`src/swef_pkg.sv`:
```
`timescale 1ns / 1ps

package swef_pkg;

  localparam int PIXEL_W = 8;
  localparam int CFG_W = 12;
  localparam int CFG_IDX_W = 1;
  localparam int ROW_OUT_W = 12;
  localparam int COL_OUT_W = 11;
  localparam int OFF_W = 3;
  // wide enough to hold any frame size limit plus one
  localparam int DIM_W = 14;

  localparam int DEF_WINDOW = 7;
  localparam int DEF_MAX_WIDTH = 2048;
  localparam int DEF_MAX_HEIGHT = 4096;

  localparam logic [CFG_IDX_W-1:0] REG_IMAGE_WIDTH = 1'd0;
  localparam logic [CFG_IDX_W-1:0] REG_IMAGE_HEIGHT = 1'd1;

  localparam logic [CFG_W-1:0] IMAGE_WIDTH_RST = 12'd1280;
  localparam logic [CFG_W-1:0] IMAGE_HEIGHT_RST = 12'd1024;

endpackage

```
`src/swef_extremum.sv`:
```
`timescale 1ns / 1ps

module swef_extremum #(
  parameter int WINDOW = swef_pkg::DEF_WINDOW
) (
  input  logic [$clog2(WINDOW*255+1)-1:0] sums [WINDOW],
  output logic [$clog2(WINDOW)-1:0]       bright_idx,
  output logic [$clog2(WINDOW)-1:0]       dark_idx
);
  import swef_pkg::*;

  localparam int SUM_W = $clog2(WINDOW * 255 + 1);
  localparam int IDX_W = $clog2(WINDOW);
  localparam int LV = IDX_W;
  localparam int NP = 1 << IDX_W;

  logic [SUM_W-1:0] hi_val [LV+1][NP];
  logic [SUM_W-1:0] lo_val [LV+1][NP];
  logic [IDX_W-1:0] hi_idx [LV+1][NP];
  logic [IDX_W-1:0] lo_idx [LV+1][NP];
  logic             ok     [LV+1][NP];

  // pairwise tree; on a tie the left (lower index) side wins
  always_comb begin
    for (int l = 0; l <= LV; l++) begin
      for (int n = 0; n < NP; n++) begin
        hi_val[l][n] = '0;
        lo_val[l][n] = '0;
        hi_idx[l][n] = '0;
        lo_idx[l][n] = '0;
        ok[l][n] = 1'b0;
      end
    end
    for (int n = 0; n < WINDOW; n++) begin
      hi_val[0][n] = sums[n];
      lo_val[0][n] = sums[n];
      hi_idx[0][n] = IDX_W'(n);
      lo_idx[0][n] = IDX_W'(n);
      ok[0][n] = 1'b1;
    end
    for (int l = 1; l <= LV; l++) begin
      for (int n = 0; n < (NP >> l); n++) begin
        ok[l][n] = ok[l-1][2*n] || ok[l-1][2*n+1];
        if (ok[l-1][2*n+1] && (!ok[l-1][2*n] || hi_val[l-1][2*n+1] > hi_val[l-1][2*n])) begin
          hi_val[l][n] = hi_val[l-1][2*n+1];
          hi_idx[l][n] = hi_idx[l-1][2*n+1];
        end else begin
          hi_val[l][n] = hi_val[l-1][2*n];
          hi_idx[l][n] = hi_idx[l-1][2*n];
        end
        if (ok[l-1][2*n+1] && (!ok[l-1][2*n] || lo_val[l-1][2*n+1] < lo_val[l-1][2*n])) begin
          lo_val[l][n] = lo_val[l-1][2*n+1];
          lo_idx[l][n] = lo_idx[l-1][2*n+1];
        end else begin
          lo_val[l][n] = lo_val[l-1][2*n];
          lo_idx[l][n] = lo_idx[l-1][2*n];
        end
      end
    end
  end

  assign bright_idx = hi_idx[LV][0];
  assign dark_idx = lo_idx[LV][0];

endmodule
```
`config.mk`:
```
export PLATFORM = sky130hd
export DESIGN_NAME = swef_extremum
export DESIGN_NICKNAME = d
export VERILOG_FILES = /design/src/swef_pkg.sv /design/src/swef_extremum.sv
export SDC_FILE = /design/constraint.sdc
export NUM_CORES = 1
export LEC_CHECK = 0
export BUFFER_PORTS_ARGS = -buffer_cell sky130_fd_sc_hd__buf_2
export CAP_MARGIN = 20
export CORE_ASPECT_RATIO = 1.5
export CORE_MARGIN = 3
export CORE_UTILIZATION = 40
export DETAILED_ROUTE_END_ITERATION = 8
export PLACE_DENSITY_LB_ADDON = 0.15
export SLEW_MARGIN = 30
export SYNTH_ARGS = -nofsm -noshare
export SYNTH_HDL_FRONTEND = slang
export SYNTH_SLANG_ARGS = --single-unit
```
`constraint.sdc`:
```
create_clock -name vclk -period 11.8
set_clock_uncertainty 0.2 [all_clocks]
set_input_delay 2.36 -clock vclk [all_inputs]
set_output_delay 2.36 -clock vclk [all_outputs]
set_load 0.01 [all_outputs]
```
* Word-level counts from Yosys, hierarchy flattened
Cells that the tools add are included.
** Storage, ports and cells
- Bits in registers :: 0
- Bits of input ports :: 77
- Output and inout bits :: 6
- Logic and storage cells :: 34
** Operators by class
- Order comparisons :: 12
- Muxes and demuxes :: 22
** Operator list (number)
- two-way mux 11 bit :: 10
- greater-than comparator 11 bit :: 6
- < comparator 11 bit :: 6
- two-way mux 2 bit :: 4
- two-way mux 1 bit :: 6
- two-way mux 3 bit :: 2

* Depth between registers and ports, before layout
- Word-level depth :: 6
- Gate-level depth with buffers :: 28
- Depth with buffers taken out :: 26

* Worst setup path after synthesis
No wires, ideal clock.
- Path kind :: in2out
- From :: input port sums[70] (netlist bit)
- To :: output port dark_idx[0]
- Arrival :: 7.573 ns
- Data required time :: 9.240 ns
- Slack :: 1.667 ns
- Stages :: 26
- Path through :: inv_1 -> ha_1 -> nand4_1 -> a21oi_1 -> o31ai_1 -> nand2_1 -> buf_1 -> mux2i_1 -> ha_1 -> a211oi_1 -> o211ai_1 -> a22o_1 -> a31o_2 -> a21oi_1 -> a21oi_1 -> buf_2 -> nand2_1 -> o21ai_0 -> ha_1 -> and3_1 -> a221o_1 -> a21oi_1 -> o21ai_0 -> a2111o_1 -> o31ai_4 -> mux2_1
** Between the ends
- Cells in the longest elaborated chain, start to end :: 6
- Elaborated cells between the ends (all ways) :: 8
- Classes of those cells :: 3 x order compare; 5 x mux
** Ends and longest elaborated chain
- start: declaration :: RTL line swef_extremum.sv:6 : input logic [$clog2(WINDOW*255+1)-1:0] sums [WINDOW],
- < comparator 11 bit :: RTL line swef_extremum.sv:51 : if (ok[l-1][2*n+1] && (!ok[l-1][2*n] || lo_val[l-1][2*n+1] < lo_val[l-1][2*n])) begin
- two-way mux 11 bit :: RTL line swef_extremum.sv:51
- < comparator 11 bit :: RTL line swef_extremum.sv:51
- two-way mux 11 bit :: RTL line swef_extremum.sv:51
- < comparator 11 bit :: RTL line swef_extremum.sv:51
- two-way mux 3 bit * :: RTL line swef_extremum.sv:51
- end: declaration :: RTL line swef_extremum.sv:8 : output logic [$clog2(WINDOW)-1:0] dark_idx
Mark *: on every way between the ends. The rest lies on a longest branch, timed or not.

* Worst setup path after layout
- From :: input port sums[68] (netlist bit)
- To :: output port dark_idx[0]
The elaborated chain is that of the path after synthesis.

==> results_dict.tcl <==
set metrics [dict create \
    status "finished, final reports clean" \
    rsz0062_at_grt "false" \
    path_buf_inv 4 \
    hp-class "in2out" \
    first_pass_iters 4 \
    final_core_util_pct 48.24 \
    min_period_over_period_pct 92.17 \
    synth_most_common_cell "ha_1" \
    ys_top_cells_by_area "ha_1 (34%), mux2i_1 (15%), mux2_2 (6.6%), o21ai_0 (5.9%), a21oi_1 (5.1%)" \
    port-buffer-count 83 \
    dp_cells 653 \
    powerDensity_mw_per_mm2 90.88 \
    cp_max_fo 14 \
    start_util_pct 41.62 \
    num_rows 41 \
    relSlewSlack_pct 47.17 \
    hpwl_um 9654 \
    grt-ovfl-total 0 \
    crit_required_ps 9240 \
    layout.cells.non_filler 653 \
    nFlopsAndLatches 0 \
    n_antenna_cell 0 \
    setup-violations-final 0 \
    grt_max_degree 23 \
    nFillCells 918 \
    first_global_vias 3708 \
    wl_per_cell_um 15.95 \
    syn-instance-count 467 \
    p_int_w 0.0001668 \
    area_delta_synth_final_pct 15.89 \
    core_mm2 0.008567 \
    synth_warnings 0 \
    cap_violations 0 \
    yosysSeqAreaShare_pct 0 \
    startpoint "sums[68]" \
    drt_first_iter_violations 51 \
    clock_power_share_pct 0 \
    hold_violations 0 \
    yosys.area.top_type "ha_1" \
    p_sw_w 0.0002088 \
    min_period_ps 10880 \
    crit_cells 27 \
    ir_worst_vdd_mv 0.04906 \
    synth_cell_type_count 47 \
    synth_commonest_cells "ha_1 (96), mux2i_1 (54), inv_1 (48)" \
    final.clkbuf_count 0 \
    cts.hold.buffers_added 0 \
    synth_top_cell_area_share_pct 33.68 \
    whs_path_depth 5 \
    die_x_um 83.09 \
    antenna_found_initial 0 \
    detail-route-antenna-nets 0 \
    max_freq_mhz 91.94 \
    seqPwrFrac_pct 0 \
    grt_pass1_wl_um 16990 \
    regArea_um2 0 \
    path_class "in2out" \
    combinationalPowerShare_pct 100.0 \
    fin_setup_tns_ps 0 \
    vias 3654 \
    drt_wl_total_um 10420 \
    via_per_inst 5.596 \
    dp_slack_ps 900.7 \
    slowest_stage "a2111o_1" \
    crit_family "compound AO/OA/AOI/OAI gates" \
    die_area_mm2 0.01011 \
    p_leak_nw 2.216 \
    drt_drc_violations_left 0 \
    slew_viol_final 0 \
    crit_end "dark_idx[0]" \
    post_cts_resized 0 \
    cpPeakStageDelay_ps 410 \
    cp.arrival_ps 8320 \
    die_h_um 121.6 \
    grtUsageTotal_pct 20.17 \
    synth.cell_area_mm2 0.003566 \
    crit_top_cell "a21oi_1" \
    syn_area_per_cell_um2 7.636 \
    swShare_pct 55.59 \
    io_pins 83 \
    hold_ws_ps 5175 \
    drive_above_1_share_pct 22.71 \
    nNetsFinal 721 \
    synth_nets 640 \
    startpoint_type "input port" \
    place.gp.congestion 0.8540 \
    tightest_slew_ps 792.4 \
    end_kind "primary output" \
    cts_setup_buffers 0 \
    layout_setup_ws_ps 923.5 \
]
==> cells by family after synthesis <==
| kind of cell | after synthesis | share of synthesized area (%) |
|---|---|---|
| AO/OA/AOI/OAI | 130 | 23.12 |
| adder cells (fa/ha/maj) | 96 | 33.68 |
| buffers and inverters | 61 | 6.666 |
| multiplexers | 77 | 22.53 |
| AND/OR/NAND/NOR | 103 | 14.00 |
==> power groups by stage <==
| stage | Sequential, W | Clock, W | Combinational (W) |
|---|---|---|---|
| 3_3_place_gp | 0 | 0 | 0.000372 |
| 5_1_grt | 0 | 0 | 0.000427 |
| 4_1_cts | 0 | 0 | 0.000381 |
| 2_1_floorplan | 0 | 0 | 0.000264 |
| 3_5_place_dp | 0 | 0 | 0.000380 |
| 6_report | 0 | 0 | 0.000376 |
==> area by class of cell <==
type	instances	area, um^2	share of cell area (%)
Inverter	48	180.2	4.360
Timing Repair Buffer	92	483.0	11.69
Tap cell	107	133.9	3.239
Multi-Input combinational cell	406	3336	80.71
==> cell usage in the layout, fill, tap and decap left out, drive strengths merged, types with 2 or more instances in the layout <==
cell type and instances:
ha 96, buf 92, mux2i 54, inv 48, o21ai 43, a21oi 37
nand2 30, nor2 26, mux2 23, nand4 12, a21o 10, nand3 10
o21a 8, nor3 8, a211oi 7, o211ai 5, nand2b 4, nor2b 4
o31ai 3, nand3b 2, and3 2, and4 2, a31o 2, a2111oi 2
a2111o 2, or4 2
==> layer usage <==
metal | vias up | part of all wire, % | GRT usage [%]
met5 | - | 0 | 0
met3 | 16 | 2.8 | 0.7442
met1 | 1641 | 40 | 22.14
li1 | 1917 | - | -
met4 | 0 | 3.1 | 5.112
met2 | 80 | 54 | 41.57
==> through the flow <==
stage	instance area [um^2]	power, W
2_1_floorplan	3566	0.0002644
3_3_place_gp	4133	0.0003721
3_5_place_dp	4133	0.0003796
4_1_cts	4133	0.0003806
5_1_grt	4133	0.0004273
6_report	4133	0.0003756
==> worst min-delay path, cell delays in order <==
cell	delay [ps]
buf_2	120
a21oi_1	70
o211ai_1	210
mux2_1	140
buf_2	120
==> worst min-delay path by stage <==
| stage | start | end | slack [ps] |
|---|---|---|---|
| after floorplan | sums[66] | dark_idx[0] | 4860 |
| after global placement | sums[0] | dark_idx[0] | 5180 |
| after detailed placement | sums[0] | dark_idx[0] | 5180 |
| after CTS | sums[0] | dark_idx[0] | 5180 |
| after global routing | sums[66] | dark_idx[0] | 5220 |
| final | sums[66] | dark_idx[0] | 5180 |
(Power assumes the default switching activity.)
